### src/rtl/lrup_pkg.sv
// Shared types and constants of the LRU page replacement block.
`default_nettype none

package lrup_pkg;

    localparam int PAGE_NUMBER_W  = 5;
    localparam int FRAME_INDEX_W  = 5;
    localparam int CFG_W          = 6;
    localparam int FAULT_COUNT_W  = 16;
    localparam int STAMP_W        = 32;

    localparam int NUM_PAGES_DEF  = 32;
    localparam int NUM_FRAMES_DEF = 32;

    localparam logic [CFG_W-1:0]         FRAMES_IN_USE_RESET = CFG_W'(4);
    localparam logic [FAULT_COUNT_W-1:0] FAULT_COUNT_MAX     = '1;

    typedef enum logic [1:0] {
        ST_IDLE,
        ST_SCAN,
        ST_DRAIN,
        ST_FINISH
    } lrup_state_t;

    // Control from the sequencer to the compare unit.
    typedef struct packed {
        logic start;
        logic cmp_en;
    } lrup_scan_ctrl_t;

    // Flags reported by the compare unit after a full pass.
    typedef struct packed {
        logic hit;
        logic found_free;
    } lrup_scan_status_t;

endpackage

`default_nettype wire

### src/rtl/lrup_if.sv
// Valid/ready channel interfaces for requests, results and configuration.
`default_nettype none

interface lrup_req_if import lrup_pkg::*; ();
    logic                     valid;
    logic                     ready;
    logic [PAGE_NUMBER_W-1:0] page_number;

    modport source (output valid, output page_number, input ready);
    modport sink   (input valid, input page_number, output ready);
endinterface

interface lrup_rsp_if import lrup_pkg::*; ();
    logic                     valid;
    logic                     ready;
    logic                     fault;
    logic [FRAME_INDEX_W-1:0] frame_index;
    logic                     evicted_valid;
    logic [PAGE_NUMBER_W-1:0] evicted_page;
    logic [FAULT_COUNT_W-1:0] fault_count;

    modport source (output valid, output fault, output frame_index, output evicted_valid,
                    output evicted_page, output fault_count, input ready);
    modport sink   (input valid, input fault, input frame_index, input evicted_valid,
                    input evicted_page, input fault_count, output ready);
endinterface

interface lrup_cfg_if import lrup_pkg::*; ();
    logic             valid;
    logic             ready;
    logic [CFG_W-1:0] frames_in_use;

    modport source (output valid, output frames_in_use, input ready);
    modport sink   (input valid, input frames_in_use, output ready);
endinterface

`default_nettype wire

### src/rtl/lrup_frame_mem.sv
// Frame table memory: page and last-use stamp of each frame, registered read.
`default_nettype none

module lrup_frame_mem
    import lrup_pkg::*;
#(
    parameter int NUM_FRAMES = NUM_FRAMES_DEF,
    parameter int FW         = 5,
    parameter int PW         = 5
) (
    input  wire logic               clk,
    input  wire logic               wr_en,
    input  wire logic [FW-1:0]      wr_addr,
    input  wire logic [PW-1:0]      wr_page,
    input  wire logic [STAMP_W-1:0] wr_stamp,
    input  wire logic [FW-1:0]      rd_addr,
    output logic      [PW-1:0]      rd_page,
    output logic      [STAMP_W-1:0] rd_stamp
);

    logic [PW+STAMP_W-1:0] mem [NUM_FRAMES];
    logic [PW+STAMP_W-1:0] rd_data_reg;

    always_ff @(posedge clk)
    begin
        if (wr_en)
        begin
            mem[wr_addr] <= {wr_page, wr_stamp};
        end
        rd_data_reg <= mem[rd_addr];
    end

    assign rd_page  = rd_data_reg[PW+STAMP_W-1:STAMP_W];
    assign rd_stamp = rd_data_reg[STAMP_W-1:0];

endmodule

`default_nettype wire

### src/rtl/lrup_scan_unit.sv
// Compare unit: visits one frame per cycle, tracking hit, first free and oldest frame.
`default_nettype none

module lrup_scan_unit
    import lrup_pkg::*;
#(
    parameter int FW = 5,
    parameter int PW = 5,
    parameter int CW = 6
) (
    input  wire logic               clk,
    input  wire logic               rst_n,
    input  wire lrup_scan_ctrl_t    ctrl,
    input  wire logic [FW-1:0]      cmp_frame,
    input  wire logic               cmp_used,
    input  wire logic [PW-1:0]      cmp_page,
    input  wire logic [STAMP_W-1:0] cmp_stamp,
    input  wire logic [PW-1:0]      page,
    input  wire logic [CW-1:0]      active,
    input  wire logic [STAMP_W-1:0] access_clock,
    output lrup_scan_status_t       status,
    output logic      [FW-1:0]      hit_frame,
    output logic      [FW-1:0]      free_frame,
    output logic      [FW-1:0]      oldest_frame,
    output logic      [PW-1:0]      oldest_page
);

    logic                 hit_reg, hit_next;
    logic                 free_reg, free_next;
    logic                 have_old_reg, have_old_next;
    logic [STAMP_W-1:0]   old_age_reg, old_age_next;
    logic [FW-1:0]        hit_frame_reg, hit_frame_next;
    logic [FW-1:0]        free_frame_reg, free_frame_next;
    logic [FW-1:0]        old_frame_reg, old_frame_next;
    logic [PW-1:0]        old_page_reg, old_page_next;
    logic [STAMP_W-1:0]   age;
    logic                 in_range;

    // Age under wrap is the modular difference; the largest is the oldest.
    assign age      = access_clock - cmp_stamp;
    assign in_range = CW'(cmp_frame) < active;

    always_comb
    begin
        hit_next        = hit_reg;
        free_next       = free_reg;
        have_old_next   = have_old_reg;
        old_age_next    = old_age_reg;
        hit_frame_next  = hit_frame_reg;
        free_frame_next = free_frame_reg;
        old_frame_next  = old_frame_reg;
        old_page_next   = old_page_reg;
        if (ctrl.start)
        begin
            hit_next      = 1'b0;
            free_next     = 1'b0;
            have_old_next = 1'b0;
        end
        else if (ctrl.cmp_en)
        begin
            // Residency is checked over every frame, so pages left above a
            // reduced frame count still hit.
            if (cmp_used && cmp_page == page)
            begin
                hit_next       = 1'b1;
                hit_frame_next = cmp_frame;
            end
            if (in_range && !cmp_used && !free_reg)
            begin
                free_next       = 1'b1;
                free_frame_next = cmp_frame;
            end
            if (in_range && cmp_used && (!have_old_reg || age > old_age_reg))
            begin
                have_old_next  = 1'b1;
                old_age_next   = age;
                old_frame_next = cmp_frame;
                old_page_next  = cmp_page;
            end
        end
    end

    always_ff @(posedge clk or negedge rst_n)
    begin
        if (!rst_n)
        begin
            hit_reg      <= 1'b0;
            free_reg     <= 1'b0;
            have_old_reg <= 1'b0;
        end
        else
        begin
            hit_reg      <= hit_next;
            free_reg     <= free_next;
            have_old_reg <= have_old_next;
        end
    end

    always_ff @(posedge clk)
    begin
        old_age_reg    <= old_age_next;
        hit_frame_reg  <= hit_frame_next;
        free_frame_reg <= free_frame_next;
        old_frame_reg  <= old_frame_next;
        old_page_reg   <= old_page_next;
    end

    assign status.hit        = hit_reg;
    assign status.found_free = free_reg;
    assign hit_frame         = hit_frame_reg;
    assign free_frame        = free_frame_reg;
    assign oldest_frame      = old_frame_reg;
    assign oldest_page       = old_page_reg;

endmodule

`default_nettype wire

### src/rtl/lru_page_replacement.sv
// Top level of the LRU page replacement block: sequencer, frame state and result register.
//
// Each request on req carries one page number; each produces exactly one result on rsp:
// fault flag, the frame now holding the page, the evicted page if any, and the saturating
// count of faults since reset. The cfg channel writes frames_in_use, the number of frames
// the policy may fill or evict; it is always ready, and the user must write it only while
// the block is idle, which the block itself does not enforce.
// A request is accepted only in the idle state. The shared compare unit then visits every
// frame, one per cycle, reading the frame memory through its single registered port: it
// looks for the page, the first free frame in range and the oldest used frame in range.
// The block accepts no new request until the current one has committed its result.
//
// The result sits in an output register; if the receiver stalls, the next request is
// still accepted and scanned, and its commit waits until the register is free.
// Reset clears the frame-used flags, the access clock, the fault count and the output valid
// flag, and sets frames_in_use to 4; no clearing pass is needed.
`default_nettype none

module lru_page_replacement
    import lrup_pkg::*;
#(
    parameter int NUM_PAGES  = NUM_PAGES_DEF,
    parameter int NUM_FRAMES = NUM_FRAMES_DEF
) (
    input  wire logic   clk,
    input  wire logic   rst_n,
    lrup_cfg_if.sink    cfg,
    lrup_req_if.sink    req,
    lrup_rsp_if.source  rsp
);

    localparam int PW = $clog2(NUM_PAGES);
    localparam int FW = (NUM_FRAMES > 1) ? $clog2(NUM_FRAMES) : 1;
    localparam int CW = $clog2(NUM_FRAMES + 1);
    localparam logic [FW-1:0] LAST_FRAME = FW'(NUM_FRAMES - 1);

    lrup_state_t              state_reg, state_next;
    logic [CFG_W-1:0]         frames_in_use_reg;
    logic [PW-1:0]            page_reg;
    logic [CW-1:0]            active_reg;
    logic [FW-1:0]            idx_reg;
    logic                     cmp_en_reg;
    logic [FW-1:0]            cmp_idx_reg;
    logic [NUM_FRAMES-1:0]    used_reg;
    logic [STAMP_W-1:0]       clock_reg;
    logic [FAULT_COUNT_W-1:0] faults_reg;

    logic                     out_valid_reg;
    logic                     out_fault_reg;
    logic [FRAME_INDEX_W-1:0] out_frame_reg;
    logic                     out_ev_valid_reg;
    logic [PAGE_NUMBER_W-1:0] out_ev_page_reg;
    logic [FAULT_COUNT_W-1:0] out_count_reg;

    logic                     accept;
    logic                     commit;
    lrup_scan_ctrl_t          scan_ctrl;
    lrup_scan_status_t        scan_status;
    logic [PW-1:0]            page_in;
    logic [CW-1:0]            active_in;
    logic [31:0]              cfg_wide;
    logic [PW-1:0]            rd_page;
    logic [STAMP_W-1:0]       rd_stamp;
    logic [FW-1:0]            hit_frame;
    logic [FW-1:0]            free_frame;
    logic [FW-1:0]            oldest_frame;
    logic [PW-1:0]            oldest_page;
    logic [FW-1:0]            frame_sel;
    logic                     evict;
    logic [FAULT_COUNT_W-1:0] faults_new;

    assign cfg.ready = 1'b1;

    // Page numbers beyond the page count wrap; each candidate value maps through a fixed table.
    always_comb
    begin
        page_in = '0;
        for (int i = 0; i < 2 ** PAGE_NUMBER_W; i++)
        begin
            if (req.page_number == PAGE_NUMBER_W'(i))
            begin
                page_in = PW'(i % NUM_PAGES);
            end
        end
    end

    // A frame count of zero acts as one, and one above the frame total as the total.
    always_comb
    begin
        cfg_wide = 32'(frames_in_use_reg);
        if (frames_in_use_reg == '0)
        begin
            active_in = CW'(1);
        end
        else if (cfg_wide > 32'(NUM_FRAMES))
        begin
            active_in = CW'(NUM_FRAMES);
        end
        else
        begin
            active_in = CW'(cfg_wide);
        end
    end

    always_comb
    begin
        state_next = state_reg;
        unique case (state_reg)
            ST_IDLE:
            begin
                if (req.valid)
                begin
                    state_next = ST_SCAN;
                end
            end
            ST_SCAN:
            begin
                if (idx_reg == LAST_FRAME)
                begin
                    state_next = ST_DRAIN;
                end
            end
            ST_DRAIN:
            begin
                state_next = ST_FINISH;
            end
            ST_FINISH:
            begin
                if (!out_valid_reg || rsp.ready)
                begin
                    state_next = ST_IDLE;
                end
            end
            default:
            begin
                state_next = ST_IDLE;
            end
        endcase
    end

    always_comb
    begin
        req.ready        = 1'b0;
        commit           = 1'b0;
        unique case (state_reg)
            ST_IDLE:
            begin
                req.ready = 1'b1;
            end
            ST_FINISH:
            begin
                commit = !out_valid_reg || rsp.ready;
            end
            default:
            begin
                req.ready = 1'b0;
            end
        endcase
    end

    assign accept           = req.valid && req.ready;
    assign scan_ctrl.start  = accept;
    assign scan_ctrl.cmp_en = cmp_en_reg;

    always_comb
    begin
        evict = 1'b0;
        if (scan_status.hit)
        begin
            frame_sel = hit_frame;
        end
        else if (scan_status.found_free)
        begin
            frame_sel = free_frame;
        end
        else
        begin
            frame_sel = oldest_frame;
            evict     = 1'b1;
        end
        faults_new = faults_reg;
        if (!scan_status.hit && faults_reg != FAULT_COUNT_MAX)
        begin
            faults_new = faults_reg + FAULT_COUNT_W'(1);
        end
    end

    lrup_frame_mem #(
        .NUM_FRAMES (NUM_FRAMES),
        .FW         (FW),
        .PW         (PW)
    ) u_frame_mem (
        .clk      (clk),
        .wr_en    (commit),
        .wr_addr  (frame_sel),
        .wr_page  (page_reg),
        .wr_stamp (clock_reg),
        .rd_addr  (idx_reg),
        .rd_page  (rd_page),
        .rd_stamp (rd_stamp)
    );

    lrup_scan_unit #(
        .FW (FW),
        .PW (PW),
        .CW (CW)
    ) u_scan_unit (
        .clk          (clk),
        .rst_n        (rst_n),
        .ctrl         (scan_ctrl),
        .cmp_frame    (cmp_idx_reg),
        .cmp_used     (used_reg[cmp_idx_reg]),
        .cmp_page     (rd_page),
        .cmp_stamp    (rd_stamp),
        .page         (page_reg),
        .active       (active_reg),
        .access_clock (clock_reg),
        .status       (scan_status),
        .hit_frame    (hit_frame),
        .free_frame   (free_frame),
        .oldest_frame (oldest_frame),
        .oldest_page  (oldest_page)
    );

    always_ff @(posedge clk or negedge rst_n)
    begin
        if (!rst_n)
        begin
            state_reg         <= ST_IDLE;
            frames_in_use_reg <= FRAMES_IN_USE_RESET;
            idx_reg           <= '0;
            cmp_en_reg        <= 1'b0;
            cmp_idx_reg       <= '0;
            used_reg          <= '0;
            clock_reg         <= '0;
            faults_reg        <= '0;
            out_valid_reg     <= 1'b0;
        end
        else
        begin
            state_reg   <= state_next;
            cmp_en_reg  <= (state_reg == ST_SCAN);
            cmp_idx_reg <= idx_reg;
            if (cfg.valid && cfg.ready)
            begin
                frames_in_use_reg <= cfg.frames_in_use;
            end
            if (accept)
            begin
                idx_reg <= '0;
            end
            else if (state_reg == ST_SCAN && idx_reg != LAST_FRAME)
            begin
                idx_reg <= idx_reg + FW'(1);
            end
            if (commit)
            begin
                used_reg[frame_sel] <= 1'b1;
                clock_reg           <= clock_reg + STAMP_W'(1);
                faults_reg          <= faults_new;
                out_valid_reg       <= 1'b1;
            end
            else if (rsp.valid && rsp.ready)
            begin
                out_valid_reg <= 1'b0;
            end
        end
    end

    always_ff @(posedge clk)
    begin
        if (accept)
        begin
            page_reg   <= page_in;
            active_reg <= active_in;
        end
        if (commit)
        begin
            out_fault_reg    <= !scan_status.hit;
            out_frame_reg    <= FRAME_INDEX_W'(frame_sel);
            out_ev_valid_reg <= !scan_status.hit && evict;
            out_ev_page_reg  <= (!scan_status.hit && evict) ?
                                PAGE_NUMBER_W'(oldest_page) : '0;
            out_count_reg    <= faults_new;
        end
    end

    assign rsp.valid         = out_valid_reg;
    assign rsp.fault         = out_fault_reg;
    assign rsp.frame_index   = out_frame_reg;
    assign rsp.evicted_valid = out_ev_valid_reg;
    assign rsp.evicted_page  = out_ev_page_reg;
    assign rsp.fault_count   = out_count_reg;

endmodule

`default_nettype wire
### src/flat_wrapper.sv
// flat-port wrapper written by rule: the top's interface ports become plain ports
module lru_page_replacement_flat import lrup_pkg::*;
#(
    parameter int NUM_PAGES  = NUM_PAGES_DEF,
    parameter int NUM_FRAMES = NUM_FRAMES_DEF
)
  (clk, rst_n, cfg_valid, cfg_frames_in_use, cfg_ready, req_valid, req_page_number, req_ready, rsp_valid, rsp_fault, rsp_frame_index, rsp_evicted_valid, rsp_evicted_page, rsp_fault_count, rsp_ready);
  lrup_cfg_if cfg_i ();
  lrup_req_if req_i ();
  lrup_rsp_if rsp_i ();
  input  wire logic clk;
  input  wire logic rst_n;
  input wire logic [$bits(cfg_i.valid)-1:0] cfg_valid;
  input wire logic [$bits(cfg_i.frames_in_use)-1:0] cfg_frames_in_use;
  output wire logic [$bits(cfg_i.ready)-1:0] cfg_ready;
  input wire logic [$bits(req_i.valid)-1:0] req_valid;
  input wire logic [$bits(req_i.page_number)-1:0] req_page_number;
  output wire logic [$bits(req_i.ready)-1:0] req_ready;
  output wire logic [$bits(rsp_i.valid)-1:0] rsp_valid;
  output wire logic [$bits(rsp_i.fault)-1:0] rsp_fault;
  output wire logic [$bits(rsp_i.frame_index)-1:0] rsp_frame_index;
  output wire logic [$bits(rsp_i.evicted_valid)-1:0] rsp_evicted_valid;
  output wire logic [$bits(rsp_i.evicted_page)-1:0] rsp_evicted_page;
  output wire logic [$bits(rsp_i.fault_count)-1:0] rsp_fault_count;
  input wire logic [$bits(rsp_i.ready)-1:0] rsp_ready;
  assign cfg_i.valid = cfg_valid;
  assign cfg_i.frames_in_use = cfg_frames_in_use;
  assign cfg_ready = cfg_i.ready;
  assign req_i.valid = req_valid;
  assign req_i.page_number = req_page_number;
  assign req_ready = req_i.ready;
  assign rsp_valid = rsp_i.valid;
  assign rsp_fault = rsp_i.fault;
  assign rsp_frame_index = rsp_i.frame_index;
  assign rsp_evicted_valid = rsp_i.evicted_valid;
  assign rsp_evicted_page = rsp_i.evicted_page;
  assign rsp_fault_count = rsp_i.fault_count;
  assign rsp_i.ready = rsp_ready;
  lru_page_replacement #(.NUM_PAGES(NUM_PAGES), .NUM_FRAMES(NUM_FRAMES)) u_core (.clk(clk), .rst_n(rst_n), .cfg(cfg_i), .req(req_i), .rsp(rsp_i));
endmodule
### config.mk
export PLATFORM = sky130hd
export DESIGN_NAME = lru_page_replacement_flat
export DESIGN_NICKNAME = d
export VERILOG_FILES = /design/src/rtl/lrup_pkg.sv /design/src/rtl/lrup_if.sv /design/src/rtl/lrup_frame_mem.sv /design/src/rtl/lrup_scan_unit.sv /design/src/rtl/lru_page_replacement.sv /design/src/flat_wrapper.sv
export SDC_FILE = /design/constraint.sdc
export NUM_CORES = 2
export LEC_CHECK = 0
export ABC_AREA = 1
export BUFFER_PORTS_ARGS = -buffer_cell sky130_fd_sc_hd__buf_4
export CAP_MARGIN = 25
export CORE_MARGIN = 1
export CORE_UTILIZATION = 24
export DETAILED_ROUTE_END_ITERATION = 8
export GPL_TIMING_DRIVEN = 0
export HOLD_SLACK_MARGIN = 0.12
export SLEW_MARGIN = 10
export SYNTH_ARGS = -nofsm -noshare
export SYNTH_HDL_FRONTEND = slang
export SYNTH_HIERARCHICAL = 1
export SYNTH_SLANG_ARGS = --single-unit
### constraint.sdc
create_clock -name clk -period 7.6 [get_ports clk]
set_input_delay 1.9 -clock clk [delete_from_list [all_inputs] [get_ports clk]]
set_output_delay 1.9 -clock clk [all_outputs]
set_load 0.05 [all_outputs]
# Yosys cells after proc, flatten, opt, wreduce, memory -nomap -nowiden
# Memory sizes are Yosys's and may differ from the RTL's. A register that Yosys moved wholly into a read port is not among the register bits.
# Cells that the tools add are included.
dict set report word_totals {
  mem_bits_rw 1184
  input_bits 16
  word_cells 182
  mem_count 1
  ff_bits 194
  output_inout_bits 31
}
# memory depth word_bits read_ports rd_ports_with_merged_regs write_ports line
set memory_table {}
lappend memory_table {u_core.u_frame_mem.mem 32 37 1 1 1 lrup_frame_mem.sv:21} ;# logic [PW+STAMP_W-1:0] mem [NUM_FRAMES];
dict set report op_classes {
  n_addsub 4
  n_lt_le_gt_ge 6
  n_eq_ne 41
  mux 61
  n_reduce_logical 38
  n_bitwise 2
}
# cell count
set op_table {}
lappend op_table {{$mux W5} 18}
lappend op_table {{$eq A5 B5 Y1 const B} 17}
lappend op_table {{$eq A5 B4 Y1 const B} 8}
lappend op_table {{$add A32 B1 Y32 const B} 1}
lappend op_table {{$gt A32 B32 Y1} 1}
lappend op_table {{$mux W4} 8}
lappend op_table {{$or A32 B32 Y32} 1}
lappend op_table {{$sub A32 B32 Y32} 1}
lappend op_table {{$mux W1} 21}
lappend op_table {{$eq A5 B3 Y1 const B} 4}
lappend op_table {{$add A16 B1 Y16 const B} 1}
lappend op_table {{$mux W16} 1}
lappend op_table {{$ne A16 B16 Y1 const B} 1}
lappend op_table {{$reduce_or A16 Y1} 1}
lappend op_table {{$lt A5 B6 Y1 const B} 2}
lappend op_table {{$mux W3} 4}
lappend op_table {{$reduce_and A3 Y1} 4}
lappend op_table {{$reduce_bool A2 Y1} 6}
lappend op_table {{$logic_and A1 B1 Y1} 11}
lappend op_table {{$eq A5 B2 Y1 const B} 2}
lappend op_table {{$mux W2} 5}
lappend op_table {{$pmux W2 S4} 1}
lappend op_table {{$reduce_or A8 Y1} 1}
lappend op_table {{$gt A6 B6 Y1 const B} 1}
lappend op_table {{21 further kinds} 31}

# Depth between registers and ports, before layout
dict set report logic_depth {
  depth_word 31
  mapped_depth 25
  depth_no_buf 25
}

# By module
# Netlist, hierarchy kept.
# mod n_inst area_each_um2 cells_each seq_area_each_um2
set modules_own_cells {}
lappend modules_own_cells {lrup_frame_mem 1 49207.2 4080 36294.8}
lappend modules_own_cells {lru_page_replacement 1 6862.8 818 3674.8}
lappend modules_own_cells {lrup_scan_unit 1 4794.6 600 1636.6}

# Worst setup path after synthesis
# No wires, ideal clock.
dict set report synth_timing {
  kind {input to register}
  startpoint {input rsp_ready}
  endpoint {memory u_core/u_frame_mem/mem[15][0] (netlist bit) (enable)}
  path_stages 6
  setup_time_ns 0.431
  t_required_ns 7.169
  slack_ns 2.492
  arrival_time_ns 4.677
  path_buffers 2
  path_cell_list {inv_1 -> a21oi_2 -> buf_2 -> buf_4 -> nand3_1 -> nor2_1}
}
dict set report synth_via {
  elab_chain_len 4
}
# item line
set synth_lines {}
lappend synth_lines {{from (decl)} flat_wrapper.sv:25} ;# input wire logic [$bits(rsp_i.ready)-1:0] rsp_ready;
lappend synth_lines {{$logic_or A1 B1 Y1} lru_page_replacement.sv:152} ;# commit = !out_valid_reg || rsp.ready;
lappend synth_lines {{$mux W1} lru_page_replacement.sv:145} ;# unique case (state_reg)
lappend synth_lines {{via u_core.commit} lru_page_replacement.sv:56} ;# logic commit;
lappend synth_lines {{$mux W1} lrup_frame_mem.sv:26} ;# if (wr_en)
lappend synth_lines {{$mux W1 (not written as such)} lrup_frame_mem.sv:28} ;# mem[wr_addr] <= {wr_page, wr_stamp};
lappend synth_lines {{to (decl)} lrup_frame_mem.sv:21}
# The timed path passes the listed nets, and every way through them passes these cells.

# Worst setup path after layout
dict set report layout_timing {
  startpoint {input rsp_ready}
  endpoint {memory u_core/u_frame_mem/mem[10][14] (netlist bit) (enable)}
}
# Same word-level chain as after synthesis.

==> Implementation_results.wiki <==
{| class="wikitable"
! Metric !! Value
|-
| Portion of the post-synthesis area used by sequential elements || between 60% and 70%
|-
| Placement Setup Slack || between 1.5 and 2 ns
|-
| Number of buffers inserted for hold repair after clock tree synthesis || 0
|-
| DPL Wire Length || 127 mm
|-
| Routed length per instance || 20.1 um
|-
| Total negative setup slack || 0 ns
|-
| Fraction of synthesized cell area taken by the top area cell type || 62.9%
|-
| Max Slew Vio Count || 0
|-
| Input/output buffers || 40
|-
| Total placed instance area || approximately 0.067 mm^2
|-
| TritonCTS Sinks || approximately 1,400
|-
| Worst hold endpoint || u_core/u_scan_unit/oldest_page[3]$_DFFE_PP_
|-
| Element type at the critical path start || primary input
|-
| Final worst path period need || between 5 and 6 ns
|-
| Nets@finish || 5,850
|-
| Boundary pin count || between 40 and 50
|-
| Clk buf depth || 3
|-
| Async SR Flop Fraction || between 7 and 8%
|-
| Post-synthesis to final-layout area growth || 18.3%
|-
| Routed wl met2 || between 80 and 90 mm
|-
| Fin worst setup slack || 2.38 ns
|-
| Number of storage elements in the synthesis netlist || 1,415
|-
| Cells after Synth || about 5,500
|-
| Final setup vio count || 0
|-
| Number of DRC violations after detailed-routing iteration 0 || around 4,900
|-
| Wire length on met3 || around 16 mm
|-
| Total Die Area || about 0.26 mm^2
|-
| Number of DRC violations after detailed routing || 2
|-
| Number of antenna-violating nets in the routed design || 0
|-
| Clock Pin Slew Worst Setup and Hold Paths || 0.06 ns
|-
| Mapped Nets || roughly 5,600
|-
| Slack of the worst reg-to-reg path || 2.64 ns
|-
| End-of-flow core utilization || 28.6%
|-
| FF-to-FF Start || u_core/clock_reg[2]$_DFFE_PN0P_
|-
| Clock tree from TritonCTS || built
|-
| Vertical die dimension || about 500 um
|-
| Core Region || between 0.2 and 0.3 mm^2
|-
| Worst hold path depth || 0
|-
| Total power divided by cell area || 369 mW/mm^2
|-
| Antenna violations before repair || 5
|-
| PostCTS Resize Cnt || 0
|-
| Wire length the detailed router placed on met1 || 77.4 mm
|-
| Residual overflow from global routing || 0
|-
| Wire length of the first global-routing pass || roughly 270 mm
|-
| Detailed-route wire length || 186 mm
|-
| Vias per cell || roughly 4.6
|-
| Number of distinct library cells after synthesis || 55
|-
| Share of the clock period used by the worst path after layout || 68.7%
|-
| Routability congestion estimate || a little under 0.9
|-
| H-Tree Depth || 4
|-
| Cell types occupying the most area after synthesis || edfxtp_1, nand2_1, nand3_1, dfrtp_1, ha_1
|-
| Maximum frequency from static timing analysis || between 0.15 and 0.2 GHz
|-
| WP data required || between 8 and 9 ns
|-
| Largest fanout on the critical path || 41
|-
| Clk root buf || clkbuf_16
|-
| Reg2reg path depth || 21
|-
| Leakage || approximately 0.027 uW
|-
| Synthesized cell area || 0.0609 mm^2
|-
| Main flop type after synthesis || edfxtp_1
|-
| Arrival time worst endpoint || between 5 and 6 ns
|-
| HP Class || register to register
|-
| Row cnt || ~180
|-
| Kind of capture point of the worst setup path || register
|-
| Post-Route Skew || 0.0414 ns
|-
| RSZ-0062 raised after global routing || false
|-
| Global routing usage summed across all routing layers || roughly 14%
|-
| Leading area contributor after synthesis || edfxtp_1
|-
| Clk Latency, worst-skew pair || 0.79 ns
|-
| Mapped Avg Cell Area || roughly 11 um^2
|-
| Fin. Hold Viols || 0
|-
| Via count of the first global-routing pass || around 40,000
|-
| Pin count of the biggest net entering global routing || between 100 and 150
|-
| Initial cell density of the core || around a quarter
|-
| Slew at the pin closest to its max-slew limit || between 0.9 and 1 ns
|-
| Startpoint of the lowest-slack hold path || u_core/u_frame_mem/rd_data_reg[35]$_DFF_P_
|-
| Max FFs per register || around 1,200
|-
| Number of flops mapped to enable cells by yosys || 1,275
|-
| Die W || just over 500 um
|-
| Synthesis Warnings || 6
|-
| Max capacitance violation total || 0
|-
| Result of the run || finished, violations left
|-
| TritonRoute pass-1 iters || 9
|-
| Inserted Clock Buffers || 150
|-
| Post-CTS Repair Setup Buffers || 0
|-
| Uppermost routed layer || met4
|-
| Post-route design area || ~0.07 mm^2
|-
| Share of cells above drive strength 1 || approximately an eighth
|-
| Routed vias || 42,600
|-
| Violated checks || DRC
|-
| Worst hold slack after final layout || between 0.4 and 0.5 ns
|-
| Max_slew headroom || 36.2%
|-
| Peak supply drop || around 0.17 mV
|-
| Critical register-to-register path endpoint || u_core/u_scan_unit/old_age_reg[31]$_DFFE_PP_
|-
| Setup Crit Path Kind || primary input to register
|}
## cell type report
type	count	area [um^2]
diodes	3	7.51
plain buffers	275	2100
clock buffers	202	4190
clock inverters	67	617
fillers	25600	180000
inverters	214	818
multi-input cells	3594	16600
flip-flops and latches	1415	41600
well taps	3348	4190
repair buffers	108	1830
## cells in the mapped netlist, types with 21 or more instances
master / n
xor2_1: 33
buf_6: 80
nor2_1: 158
o21ai_0: 44
inv_1: 205
a21oi_1: 62
dfxtp_1: 37
nand2_1: 2072
dfrtp_1: 102
buf_2: 118
ha_1: 75
nand2_2: 29
o21bai_1: 31
nand3_1: 959
buf_4: 35
clkbuf_1: 21
edfxtp_1: 1275
## cells in the final DEF (no fill, tap or decap), types with 5 or more instances in the layout
cell type and count:
nand4_1 15, buf_4 74, nand2_1 2072, buf_2 118, buf_6 81, o21bai_1 31
dfrtp_1 71, clkbuf_8 9, ha_1 75, buf_1 6, nand3_2 6, buf_12 49
o21ai_0 44, a21oi_1 62, nor2_2 9, nand2_2 29, nor2_1 126, clkinv_2 17
clkbuf_16 157, nor2_4 38, a21o_1 7, o21ai_1 11, xor2_1 33, o21ai_2 10
clkinv_1 27, clkbuf_1 57, inv_2 7, xnor2_1 20, nand3b_1 5, dfrtp_2 31
buf_16 22, bufinv_16 9, buf_8 12, nand3_1 959, inv_6 7, inv_1 204
edfxtp_1 1275, dfxtp_1 37, nor3_1 12
## worst max-delay path by stage
| stage | from | to | slack [ns] |
|---|---|---|---|
| after global placement | rsp_ready | u_core/u_frame_mem/mem[1][19]$_DFFE_PP_ | -0.78 |
| after floorplan | rsp_ready | u_core/u_frame_mem/mem[15][0]$_DFFE_PP_ | 2.49 |
| after global routing | rsp_ready | u_core/u_frame_mem/mem[11][12]$_DFFE_PP_ | 2.30 |
| final | rsp_ready | u_core/u_frame_mem/mem[10][14]$_DFFE_PP_ | 2.38 |
| after CTS | rsp_ready | u_core/u_frame_mem/mem[11][11]$_DFFE_PP_ | 2.42 |
| after detailed placement | rsp_ready | u_core/u_frame_mem/mem[10][15]$_DFFE_PP_ | 1.61 |
## cell families after synthesis
kind of cell    Yosys count  share of synthesized area, %
compound gates          183                          1.83
simple gates           3281                          22.7
buf+inv                 489                          4.79
other cells               1                       0.00616
fa+ha+maj                76                          1.57
flops                  1415                          68.4
xor+xnor                 53                         0.763
## critical path: stages
cell and delay, ns:
buf_4 0.08, inv_1 0.05, a21oi_2 0.56, buf_2 0.40, buf_4 0.57, nand3_1 0.78, nor2_4 0.97, buf_12 0.29
## metrics by stage
step                instances  total power [uW]
CTS                      9222             26500
global placement         8886             19000
finish                   9226             26600
floorplan                5498             15600
detailed placement       8953             19300
global route             9223             27800
## power by group
part / internal (uW) / switching (uW) / leakage (uW) / total (uW)
Sequential: 9210 / 337 / 0.0127 / 9550
Combinational: 2850 / 6990 / 0.0118 / 9840
Clock: 4170 / 3010 / 0.00234 / 7190
## metal layers
layer  up-vias  GRT usage, %
li1      19400             -
met1     20900          19.0
met2      2020          22.7
met3       379          2.32
met4         0          5.28
met5         -             0
Power figures use the tool's default switching activity.
